===== config.mk =====
export PLATFORM = sky130hd
export DESIGN_NAME = dxt_block_texel_decoder
export DESIGN_NICKNAME = d
export VERILOG_FILES = /design/src/hw/rtl/dxt_pkg.sv /design/src/hw/rtl/dxt_front.sv /design/src/hw/rtl/dxt_queue.sv /design/src/hw/rtl/dxt_back.sv /design/src/hw/rtl/dxt_block_texel_decoder.sv
export SDC_FILE = /design/constraint.sdc
export NUM_CORES = 2
export LEC_CHECK = 0
export BUFFER_PORTS_ARGS = -buffer_cell sky130_fd_sc_hd__buf_2
export CAP_MARGIN = 15
export CELL_PAD_IN_SITES_DETAIL_PLACEMENT = 0
export CELL_PAD_IN_SITES_GLOBAL_PLACEMENT = 1
export CORE_MARGIN = 2
export CORE_UTILIZATION = 48
export DETAILED_ROUTE_END_ITERATION = 8
export PLACE_DENSITY_LB_ADDON = 0.1
export REMOVE_ABC_BUFFERS = 1
export SLEW_MARGIN = 40
export SYNTH_ARGS = -nofsm -noshare
export SYNTH_HDL_FRONTEND = slang
export SYNTH_SLANG_ARGS = --single-unit

===== constraint.sdc =====
create_clock -name clk -period 9.8 [get_ports clk]
set_clock_uncertainty 0.1 [all_clocks]
set_input_delay 0.49 -clock clk [delete_from_list [all_inputs] [get_ports clk]]
set_output_delay 0.49 -clock clk [all_outputs]
set_load 0.05 [all_outputs]

===== src/hw/rtl/dxt_pkg.sv =====
// Shared types and constants of the DXT block texel decoder.
package dxt_pkg;

  localparam logic [2:0] FMT_DXT1  = 3'd0;
  localparam logic [2:0] FMT_DXT1A = 3'd1;
  localparam logic [2:0] FMT_DXT3  = 3'd2;
  localparam logic [2:0] FMT_DXT5  = 3'd3;
  localparam logic [2:0] FMT_DXN   = 3'd4;
  localparam logic [2:0] FMT_DXT5A = 3'd5;

  localparam int QUEUE_DEPTH = 2;

  typedef struct packed {
    logic [63:0] first_half;
    logic [63:0] second_half;
  } in_t;

  typedef struct packed {
    logic [7:0] red;
    logic [7:0] green;
    logic [7:0] blue;
    logic [7:0] alpha;
    logic [1:0] texel_col;
    logic [1:0] texel_row;
    logic       last_texel;
  } out_t;

  // classified block, as held between front and back end
  typedef struct packed {
    logic [2:0]       fmt;
    logic             four_col;
    logic [2:0][7:0]  ce0;
    logic [2:0][7:0]  ce1;
    logic [31:0]      cidx;
    logic [1:0][7:0]  a0;
    logic [1:0][7:0]  a1;
    logic [1:0]       amode8;
    logic [1:0][47:0] aidx;
    logic [63:0]      expl;
  } blk_t;

endpackage


===== src/hw/rtl/dxt_front.sv =====
// Front end: accepts blocks, drops undefined formats, expands endpoints.
module dxt_front (
  input  logic          clk,
  input  logic          rst,
  input  logic [2:0]    block_format,
  input  logic          in_valid,
  output logic          in_ready,
  input  dxt_pkg::in_t  in_data,
  output logic          push,
  input  logic          q_full,
  output dxt_pkg::blk_t push_data
);
  import dxt_pkg::*;

  function automatic logic [7:0] widen5(input logic [4:0] v);
    return {v, v[4:2]};
  endfunction

  function automatic logic [7:0] widen6(input logic [5:0] v);
    return {v, v[5:4]};
  endfunction

  logic        f_valid;
  blk_t        f_blk;
  blk_t        blk_next;
  logic [63:0] cblk;
  logic [63:0] h0;
  logic [63:0] h1;
  logic        fmt_ok;
  logic        accept;

  assign h0       = in_data.first_half;
  assign h1       = in_data.second_half;
  assign fmt_ok   = block_format <= FMT_DXT5A;
  assign in_ready = !f_valid || !q_full;
  assign accept   = in_valid && in_ready;
  assign push     = f_valid && !q_full;
  assign push_data = f_blk;

  always_comb begin
    cblk = (block_format <= FMT_DXT1A) ? h0 : h1;
    blk_next.fmt      = block_format;
    blk_next.four_col = cblk[15:0] > cblk[31:16];
    blk_next.ce0[0]   = widen5(cblk[15:11]);
    blk_next.ce0[1]   = widen6(cblk[10:5]);
    blk_next.ce0[2]   = widen5(cblk[4:0]);
    blk_next.ce1[0]   = widen5(cblk[31:27]);
    blk_next.ce1[1]   = widen6(cblk[26:21]);
    blk_next.ce1[2]   = widen5(cblk[20:16]);
    blk_next.cidx     = cblk[63:32];
    blk_next.a0[0]    = h0[7:0];
    blk_next.a1[0]    = h0[15:8];
    blk_next.a0[1]    = h1[7:0];
    blk_next.a1[1]    = h1[15:8];
    blk_next.amode8[0] = h0[7:0] > h0[15:8];
    blk_next.amode8[1] = h1[7:0] > h1[15:8];
    blk_next.aidx[0]  = h0[63:16];
    blk_next.aidx[1]  = h1[63:16];
    blk_next.expl     = h0;
  end

  always_ff @(posedge clk) begin
    if (rst) begin
      f_valid <= 1'b0;
    end else if (accept) begin
      f_valid <= fmt_ok;
    end else if (!q_full) begin
      f_valid <= 1'b0;
    end
  end

  always_ff @(posedge clk) begin
    if (accept) begin
      f_blk <= blk_next;
    end
  end

endmodule


===== src/hw/rtl/dxt_queue.sv =====
// Short block queue between front and back end.
module dxt_queue (
  input  logic          clk,
  input  logic          rst,
  input  logic          push,
  input  dxt_pkg::blk_t push_data,
  output logic          full,
  input  logic          pop,
  output logic          head_valid,
  output dxt_pkg::blk_t head_data
);
  import dxt_pkg::*;

  localparam int PtrW = (QUEUE_DEPTH > 1) ? $clog2(QUEUE_DEPTH) : 1;
  localparam int CntW = $clog2(QUEUE_DEPTH + 1);
  localparam logic [PtrW-1:0] LastPtr = PtrW'(QUEUE_DEPTH - 1);
  localparam logic [CntW-1:0] FullCnt = CntW'(QUEUE_DEPTH);

  blk_t            entries [QUEUE_DEPTH];
  logic [PtrW-1:0] wr_ptr;
  logic [PtrW-1:0] rd_ptr;
  logic [CntW-1:0] count;
  logic            do_push;
  logic            do_pop;

  assign full       = count == FullCnt;
  assign head_valid = count != '0;
  assign head_data  = entries[rd_ptr];
  assign do_push    = push && !full;
  assign do_pop     = pop && head_valid;

  always_ff @(posedge clk) begin
    if (rst) begin
      wr_ptr <= '0;
      rd_ptr <= '0;
      count  <= '0;
    end else begin
      if (do_push) begin
        wr_ptr <= (wr_ptr == LastPtr) ? '0 : wr_ptr + 1'b1;
      end
      if (do_pop) begin
        rd_ptr <= (rd_ptr == LastPtr) ? '0 : rd_ptr + 1'b1;
      end
      if (do_push && !do_pop) begin
        count <= count + 1'b1;
      end else if (do_pop && !do_push) begin
        count <= count - 1'b1;
      end
    end
  end

  always_ff @(posedge clk) begin
    if (do_push) begin
      entries[wr_ptr] <= push_data;
    end
  end

endmodule


===== src/hw/rtl/dxt_back.sv =====
// Back end: walks the sixteen texels of the head block, one per cycle unless the output stalls.
module dxt_back (
  input  logic          clk,
  input  logic          rst,
  input  logic          head_valid,
  input  dxt_pkg::blk_t head_data,
  output logic          pop,
  output logic          out_valid,
  input  logic          out_ready,
  output dxt_pkg::out_t out_data
);
  import dxt_pkg::*;

  typedef enum logic [2:0] {
    DIV1,
    DIV2,
    DIV3,
    DIV5,
    DIV7
  } div_t;

  typedef struct packed {
    logic [10:0] num;
    div_t        op;
  } term_t;

  function automatic term_t const_term(input logic [7:0] v);
    term_t t;
    t.num = {3'b000, v};
    t.op  = DIV1;
    return t;
  endfunction

  function automatic term_t colour_term(input logic [7:0] e0, input logic [7:0] e1,
                                        input logic four, input logic [1:0] s);
    term_t       t;
    logic [10:0] x0;
    logic [10:0] x1;
    x0 = {3'b000, e0};
    x1 = {3'b000, e1};
    unique case (s)
      2'd0: t = const_term(e0);
      2'd1: t = const_term(e1);
      2'd2: begin
        t.num = four ? (x0 + x0 + x1) : (x0 + x1);
        t.op  = four ? DIV3 : DIV2;
      end
      default: begin
        t.num = four ? (x0 + x1 + x1) : 11'd0;
        t.op  = four ? DIV3 : DIV1;
      end
    endcase
    return t;
  endfunction

  function automatic term_t alpha_term(input logic [7:0] a0, input logic [7:0] a1,
                                       input logic mode8, input logic [2:0] j);
    term_t       t;
    logic [10:0] k;
    logic [10:0] x0;
    logic [10:0] x1;
    k  = {8'd0, j} - 11'd1;
    x0 = {3'b000, a0};
    x1 = {3'b000, a1};
    priority if (j == 3'd0) begin
      t = const_term(a0);
    end else if (j == 3'd1) begin
      t = const_term(a1);
    end else if (mode8) begin
      t.num = (11'd7 - k) * x0 + k * x1;
      t.op  = DIV7;
    end else if (j <= 3'd5) begin
      t.num = (11'd5 - k) * x0 + k * x1;
      t.op  = DIV5;
    end else if (j == 3'd6) begin
      t = const_term(8'd0);
    end else begin
      t = const_term(8'd255);
    end
    return t;
  endfunction

  // constant divisors by reciprocal multiply, exact for the ranges in use
  function automatic logic [7:0] finish(input term_t t);
    logic [23:0] p;
    logic [7:0]  q;
    p = '0;
    unique case (t.op)
      DIV2: q = t.num[8:1];
      DIV3: begin
        p = 24'(t.num) * 24'd683;
        q = p[18:11];
      end
      DIV5: begin
        p = 24'(t.num) * 24'd1639;
        q = p[20:13];
      end
      DIV7: begin
        p = 24'(t.num) * 24'd2341;
        q = p[21:14];
      end
      default: q = t.num[7:0];
    endcase
    return q;
  endfunction

  logic [3:0]      idx;
  logic            s1_valid;
  term_t [3:0]     s1_term;
  logic [3:0]      s1_idx;
  term_t [3:0]     term_next;
  logic            advance;
  logic [1:0]      cs;
  logic [5:0]      ai;
  logic [2:0]      j0;
  logic [2:0]      j1;
  logic [3:0]      nib;
  term_t [3:0]     cterm;
  term_t [1:0]     aterm;

  assign advance = !out_valid || out_ready;
  assign pop     = advance && head_valid && (idx == 4'd15);

  always_comb begin
    cs  = head_data.cidx[{idx, 1'b0} +: 2];
    ai  = {1'b0, idx, 1'b0} + {2'b00, idx};
    j0  = head_data.aidx[0][ai +: 3];
    j1  = head_data.aidx[1][ai +: 3];
    nib = head_data.expl[{idx, 2'b00} +: 4];
    for (int c = 0; c < 3; c++) begin
      cterm[c] = colour_term(head_data.ce0[c], head_data.ce1[c], head_data.four_col, cs);
    end
    cterm[3] = const_term((cs == 2'd3 && !head_data.four_col) ? 8'd0 : 8'd255);
    aterm[0] = alpha_term(head_data.a0[0], head_data.a1[0], head_data.amode8[0], j0);
    aterm[1] = alpha_term(head_data.a0[1], head_data.a1[1], head_data.amode8[1], j1);
    term_next[0] = const_term(8'd0);
    term_next[1] = const_term(8'd0);
    term_next[2] = const_term(8'd0);
    term_next[3] = const_term(8'd0);
    priority if (head_data.fmt == FMT_DXT1 || head_data.fmt == FMT_DXT1A) begin
      term_next = cterm;
    end else if (head_data.fmt == FMT_DXT3) begin
      term_next    = cterm;
      term_next[3] = const_term({nib, nib});
    end else if (head_data.fmt == FMT_DXT5) begin
      term_next    = cterm;
      term_next[3] = aterm[0];
    end else if (head_data.fmt == FMT_DXN) begin
      term_next[0] = aterm[0];
      term_next[1] = aterm[1];
    end else begin
      term_next[3] = aterm[0];
    end
  end

  always_ff @(posedge clk) begin
    if (rst) begin
      idx       <= '0;
      s1_valid  <= 1'b0;
      out_valid <= 1'b0;
    end else if (advance) begin
      s1_valid  <= head_valid;
      out_valid <= s1_valid;
      if (head_valid) begin
        idx <= idx + 1'b1;
      end
    end
  end

  always_ff @(posedge clk) begin
    if (advance) begin
      s1_term             <= term_next;
      s1_idx              <= idx;
      out_data.red        <= finish(s1_term[0]);
      out_data.green      <= finish(s1_term[1]);
      out_data.blue       <= finish(s1_term[2]);
      out_data.alpha      <= finish(s1_term[3]);
      out_data.texel_col  <= s1_idx[1:0];
      out_data.texel_row  <= s1_idx[3:2];
      out_data.last_texel <= s1_idx == 4'd15;
    end
  end

endmodule


===== src/hw/rtl/dxt_block_texel_decoder.sv =====
// Top level of the DXT block texel decoder.
// Decodes one 16-byte (or 8-byte) compressed 4x4 block per transfer into
// sixteen RGBA8 texels, row-major, the sixteenth flagged by last_texel.
// The back end emits one texel per cycle from its texel counter, so blocks
// stream back to back at one texel per clock while out_ready stays high.
// A block passes the front-end register and a two-entry queue; each texel
// then passes the back end's term and output registers. block_format is
// sampled when a block is taken; format codes 6 and 7 take the block and
// produce no texels. Write cfg_data only while no block is in flight.
module dxt_block_texel_decoder (
  input  logic          clk,
  input  logic          rst,
  input  logic          cfg_valid,
  output logic          cfg_ready,
  input  logic [2:0]    cfg_data,
  input  logic          in_valid,
  output logic          in_ready,
  input  dxt_pkg::in_t  in_data,
  output logic          out_valid,
  input  logic          out_ready,
  output dxt_pkg::out_t out_data
);
  import dxt_pkg::*;

  logic [2:0] block_format;
  logic       push;
  logic       q_full;
  blk_t       push_data;
  logic       pop;
  logic       head_valid;
  blk_t       head_data;

  assign cfg_ready = 1'b1;

  always_ff @(posedge clk) begin
    if (rst) begin
      block_format <= FMT_DXT1;
    end else if (cfg_valid) begin
      block_format <= cfg_data;
    end
  end

  dxt_front u_front (
    .clk          (clk),
    .rst          (rst),
    .block_format (block_format),
    .in_valid     (in_valid),
    .in_ready     (in_ready),
    .in_data      (in_data),
    .push         (push),
    .q_full       (q_full),
    .push_data    (push_data)
  );

  dxt_queue u_queue (
    .clk        (clk),
    .rst        (rst),
    .push       (push),
    .push_data  (push_data),
    .full       (q_full),
    .pop        (pop),
    .head_valid (head_valid),
    .head_data  (head_data)
  );

  dxt_back u_back (
    .clk        (clk),
    .rst        (rst),
    .head_valid (head_valid),
    .head_data  (head_data),
    .pop        (pop),
    .out_valid  (out_valid),
    .out_ready  (out_ready),
    .out_data   (out_data)
  );

endmodule

Word level (Yosys, flattened, before mapping) --
Memories as Yosys holds them, arrays and structs flattened. A register that Yosys moved wholly into a read port is not among the register bits. Cells that the tools add are included.
Storage, ports and cells: memories kept 1, bits in read-only memories 0, memory bits (writable) 556, bits in latches 0, input port bits 136, flip-flop bits (word level) 389
Memory list:
- u_queue.entries | depth 2, width 278, rd ports 1, clocked after memory_dff 1, write ports 1, RTL line dxt_queue.sv:19 | blk_t entries [QUEUE_DEPTH];
Cells by class: $mul 18, add/subtract/negate cells 28, multiplexer cells 44, $lt $le $gt $ge 7, divide/modulo/power cells 0, shifts and indexed selects 4, equality and inequality tests 31, bitwise gates (word level) 0, reduce and logical (&&, ||, !) cells 26
Operators with widths (number):
- $mux 14 | 11
- $pmux 8 s4 | 4
- $pmux 14 s3 | 3
- $mux 53 | 2
- $shiftx 48x7->3 | 2
- $mul 11x12->22 const B | 4
- $mux 11 | 8
- $mul 11x11->21 const B | 4
- $mul 11x10->19 const B | 4
- $add 11x8->11 | 6
- $mul 11x8->11 | 6
- $mux 64 | 1
- $shiftx 64x7->4 | 1
- $mux 28 | 2
- $add 8x8->9 | 6
- $add 11x11->11 | 4
- $sub 3x11->11 const A | 4
- $shiftx 32x6->2 | 1
- $eq 3x2->1 const B | 10
- $eq 3x1->1 const B | 7
- $eq 3x3->1 const B | 7
- $gt 16x16->1 | 1
- $gt 8x8->1 | 2
- $le 3x3->1 const B | 3
- other kinds (22) | 55

Longest topological paths before layout --
depth in word-level cells 14, depth in mapped cells 46

Hierarchy --
A second synthesis with hierarchy kept.
Unflattened totals: cells, all modules 5125, area, all modules 65215.0 µm²
By module, submodules not included:
- dxt_back | instances 1, seq. area each 2942.8 µm², cells an instance 3748, area each 35854.4 µm²
- dxt_queue | instances 1, seq. area each 16796.1 µm², cells an instance 890, area each 21112.7 µm²
- dxt_front | instances 1, seq. area each 5965.7 µm², cells an instance 476, area each 8135.3 µm²
- dxt_block_texel_decoder | instances 1, seq. area each 60.1 µm², cells an instance 11, area each 112.6 µm²

Worst setup path before layout --
Ideal clock, no wire load.
path type register to register, from register u_back.idx[1], to register u_back.s1_term[13] (netlist name) (data pin), cell stages (with the launch flop) 43, arrival time 10.389 ns, slack -0.945 ns, path buffers 5, data required time 9.444 ns, library setup time 0.256 ns, path through dfxtp_1 > clkbuf_1 > clkinv_1 > fa_1 > clkbuf_1 > clkinv_1 > clkbuf_1 > mux2i_1 > mux2_2 > a211o_1 > nand3_1 > inv_1 > ha_1 > clkbuf_1 > clkbuf_1 > nor2_1 > fa_1 > fa_1 > (+7 left out) > nor2_1 > o21bai_1 > a21oi_1 > xnor2_1 > inv_1 > fa_1 > fa_1 > fa_1 > fa_1 > xnor2_1 > xnor2_1 > xnor2_1 > xnor2_1 > xnor2_1 > xnor2_1 > xnor2_1 > xnor2_1 > a22o_1
Between the ends: word-level cells in the longest chain between the ends 14
RTL lines:
- start, declared | RTL line dxt_back.sv:107 | logic [3:0] idx;
- start signal, assigned | RTL line dxt_back.sv:165 | idx <= idx + 1'b1;
- $add 5x4->6 | RTL line dxt_back.sv:126 | ai = {1'b0, idx, 1'b0} + {2'b00, idx};
- $shiftx 48x7->3 | RTL line dxt_back.sv:127 | j0 = head_data.aidx[0][ai +: 3];
- $sub 3x1->4 | RTL line dxt_back.sv:62 | k = {8'd0, j} - 11'd1;
- $sub 3x11->11 | RTL line dxt_back.sv:73 | t.num = (11'd5 - k) * x0 + k * x1;
- $mul 11x8->11 | RTL line dxt_back.sv:73
- $add 11x11->11 | RTL line dxt_back.sv:73
- $mux 14 | RTL line dxt_back.sv:72 | end else if (j <= 3'd5) begin
- $mux 14 | RTL line dxt_back.sv:69 | end else if (mode8) begin
- $mux 14 | RTL line dxt_back.sv:67 | end else if (j == 3'd1) begin
- $mux 14 | RTL line dxt_back.sv:65 | priority if (j == 3'd0) begin
- $mux 28 | RTL line dxt_back.sv:148 | end else if (head_data.fmt == FMT_DXN) begin
- $mux 28 | RTL line dxt_back.sv:145 | end else if (head_data.fmt == FMT_DXT5) begin
- $mux 53 | RTL line dxt_back.sv:142 | end else if (head_data.fmt == FMT_DXT3) begin
- $mux 53 * | RTL line dxt_back.sv:140 | priority if (head_data.fmt == FMT_DXT1 || head_data.fmt == FMT_DXT1A) begin
- end signal, assigned | RTL line dxt_back.sv:172 | s1_term <= term_next;
- end, declared | RTL line dxt_back.sv:109 | term_t [3:0] s1_term;
Every way passes the cells marked *; elsewhere a longest branch is shown, timed or not. A chain may end at the register's enable or synchronous reset.

Worst setup path in the final report --
from register u_back.idx[1], to register u_back.s1_term[27] (netlist name) (data pin)
Between the ends: word-level cells in the longest chain between the ends 14
RTL lines:
- $add 5x4->6 | RTL line dxt_back.sv:126
- $shiftx 48x7->3 | RTL line dxt_back.sv:128 | j1 = head_data.aidx[1][ai +: 3];
- $sub 3x1->4 | RTL line dxt_back.sv:62
- $sub 3x11->11 | RTL line dxt_back.sv:73
- $mul 11x8->11 | RTL line dxt_back.sv:73
- $add 11x11->11 | RTL line dxt_back.sv:73
- $mux 14 | RTL line dxt_back.sv:72
- $mux 14 | RTL line dxt_back.sv:69
- $mux 14 | RTL line dxt_back.sv:67
- $mux 14 | RTL line dxt_back.sv:65
- $mux 28 | RTL line dxt_back.sv:148
- $mux 28 | RTL line dxt_back.sv:145
- $mux 53 | RTL line dxt_back.sv:142
- $mux 53 * | RTL line dxt_back.sv:140
Marked as above.

==> flow_summary.ini <==
[yosys]
syn_area_mm2 = 0.0600
synthTopCellsByArea = edfxtp_1 34%, ha_1 18%, fa_1 14%
synth_top_cell_area_share_pct = 34.4
ys_async_sr_fraction_pct = 0
synth_ff_type = edfxtp_1
yosysTopAreaCell = edfxtp_1
synth_area_per_cell_um2 = 12.0
synth.distinct_cells = 95
synth_edf_count = 688
ys_seq_area_share_pct = 34.9
synthCells = 5019
synth-seq-cells = 703
synth_warnings = 0

[grt]
top_usage_layer = met2
grt_pass1_vias = 41014
antenna_found_initial = 4
grt-ovfl-total = 0
grt_max_degree = 78
grt_use_total_pct = 24.7
grt_pass1_wl_um = 241000
use_met2_pct = 40.5
gr-usage-met1_pct = 35.2
grtUsageMet3_pct = 2.67

[finish]
synthToLayoutAreaGrowth_pct = 15.3
multi_input_area_mm2 = 0.0359
diodes = 0
seqCellArea_mm2 = 0.0210
final_util_pct = 55.9
final_nets = 6943
fin_area_mm2 = 0.0692
fillers = 10460
drive_gt1_share_pct = 18.3

[die]
initial_core_util_pct = 48.5
die_w_um = 358
dieHeight_um = 358
core-area_mm2 = 0.124
dieArea_mm2 = 0.128
row_count = 129
ioPinCount = 176

[clocking]
cts_made_buffers = 79
cts_root_buf = clkbuf_16
clk_pin_slew_ns = 0.06
clockBufferDepth = 3
cts_tree = done
cts.sinks = 703
clk_latency_ns = 0.69
htreeDepth = 3

[placement]
place.gp.congestion = 0.906
port-buffer-count = 174
placed_area_mm2 = 0.0642
dp_hpwl_um = 121000
place_ws_ns = -0.465

[min_path]
min_from = in_data[73]
holdCritPathClass = primary input to register
hold_path_depth = 1
min_to = u_front.push_data[9]

[worst_setup_path]
cp_max_fo = 7
r2r_setup_slack_ns = 0.15
r2r_start = u_back.idx[1]
crit_type = register to register
path_common_cell = fa_1
crit_arrival_ns = 9.97
max_stage_delay_ns = 0.62
critPathLaunchType = register
reg2reg_to = u_back.s1_term[27]
worstPathRequired_ns = 10.12
crit_slowest_cell = fa_2
end_kind = register
worstRegToRegCells = 40

[drt]
vias = 39619
routed_wl_um = 156000
wire_per_inst_um = 21.5
drt_first_pass_iters = 5
drc = 0
via_per_inst = 5.47
final_antenna_net_count = 0
initialDrtViolationCount = 2833

[sta]
slew-limit-headroom_pct = 33.5
report.final.hold_viol_count = 0
fmax_ghz = 0.104
report.final.slew_viol_count = 0
setup_violations = 0
setup_ws_ns = 0.146
period_share_pct = 98.5
rsz0062_at_grt = yes
fin_crit_ns = 9.65
tightest_slew_ns = 0.987

[status]
status = completed

[run]
cap_violations = 0
-- state kept, by name, summed over array words and instances, names as in the netlist, named ones only --
register           cells
u_back.idx             4
u_back.out_data       37
u_queue.wr_ptr         1
u_queue.entries      396
u_queue.count          2
u_front.f_valid        1
u_back.s1_valid        1
u_front.push_data    198
u_queue.rd_ptr         1
u_back.out_valid       1
block_format           3
u_back.s1_term        53
u_back.s1_idx          4
-- logic make-up after synthesis --
group / after synthesis / share of synthesized area [%]
DFF: 703 / 34.9
xor gates and xnor gates: 255 / 3.76
and+or+nand+nor: 775 / 6.02
AOI/OAI and AO/OA: 687 / 7.54
adders and majority gates: 1269 / 31.8
muxes: 345 / 9.41
buffers and inverters: 983 / 6.52
other: 2 / 0.0125
-- cell usage after synthesis (all sizes together), types with 14 or more instances --
cell type	n
or2	40
dfxtp	15
mux2i	92
mux2	88
a21oi	185
mux4	165
xor2	72
buf	65
inv	845
o21a	29
nand2b	37
a22oi	22
nand2	164
or3	16
a211oi	23
nor3	48
o22ai	42
nand3	48
nor2b	38
fa	427
a21o	65
ha	842
o21bai	31
xnor2	183
o21ai	115
nor2	320
a31oi	32
nand4	15
and3	14
o211ai	21
clkbuf	69
edfxtp	688
-- metal layers --
layer	wire [um]	up-vias
li1	-	18707
met5	0	-
met3	7940	161
met2	73300	976
met1	70700	19775
met4	3660	0
-- how the worst max path moves through the flow --
stage                             start                  to  slack [ns]
after floorplan                register  u_back.s1_term[13]       -7.66
after global placement    u_back.idx[1]  u_back.s1_term[13]       -0.28
after detailed placement  u_back.idx[1]  u_back.s1_term[55]       -0.46
after CTS                 u_back.idx[0]  u_back.s1_term[55]      -0.003
after global routing      u_back.idx[1]  u_back.s1_term[55]       -0.18
final                     u_back.idx[1]  u_back.s1_term[27]        0.15
-- per-stage QoR --
stage / hold WS [ns] / std cells / TNS, ns
3_5_place_dp: 0.330 / 6940 / -3.01
3_3_place_gp: 0.322 / 6939 / -1.53
2_1_floorplan: 0.308 / 4888 / -219.81
5_1_grt: 0.0305 / 7240 / -0.686
6_report: 0.0497 / 7240 / 0
4_1_cts: 0.00655 / 7217 / -0.00251
-- worst max-delay path, delay by kind of cell (launching register included) --
family                     cells  cell delay, ns
adders and majority gates     14            5.68
DFF                            1            0.37
AOI/OAI and AO/OA              4            0.49
xor gates and xnor gates       4            0.59
and+or+nand+nor                6            1.00
muxes                          1            0.49
buffers and inverters         11            0.65
-- timing repair --
| action | 4_1_cts | 5_1_grt |
|---|---|---|
| endpoints found under the hold margin | 140 | 0 |
| pin swaps | 51 | 86 |
| buffers inserted | 12 | 21 |
| gates resized for setup | 58 | 119 |
| hold buffers | 119 | 0 |
| endpoints found under the setup margin | 13 | 13 |
| gates cloned | 0 | 2 |
-- area by class of cell --
class | count | share of cell area (%)
inverter | 849 | 4.63
sequential | 703 | 30.3
tap | 1637 | 2.96
timing repair buffer | 569 | 6.44
multi-input combinational | 3336 | 51.9
clock inverter | 48 | 0.837
clock buffer | 98 | 2.96
-- placed cells by master (no fill, tap or decap), types with 87 or more instances in the layout --
cell type / n
ha_1: 825
inv_1: 819
edfxtp_1: 688
fa_1: 416
nor2_1: 306
buf_4: 231
xnor2_1: 175
buf_2: 174
a21oi_1: 171
mux4_2: 165
nand2_1: 161
dlygate4sd3_1: 119
o21ai_0: 97
mux2_2: 87
Power is not shown: default switching activity piles up to over one toggle a cycle in this logic, so the estimate is an artifact.
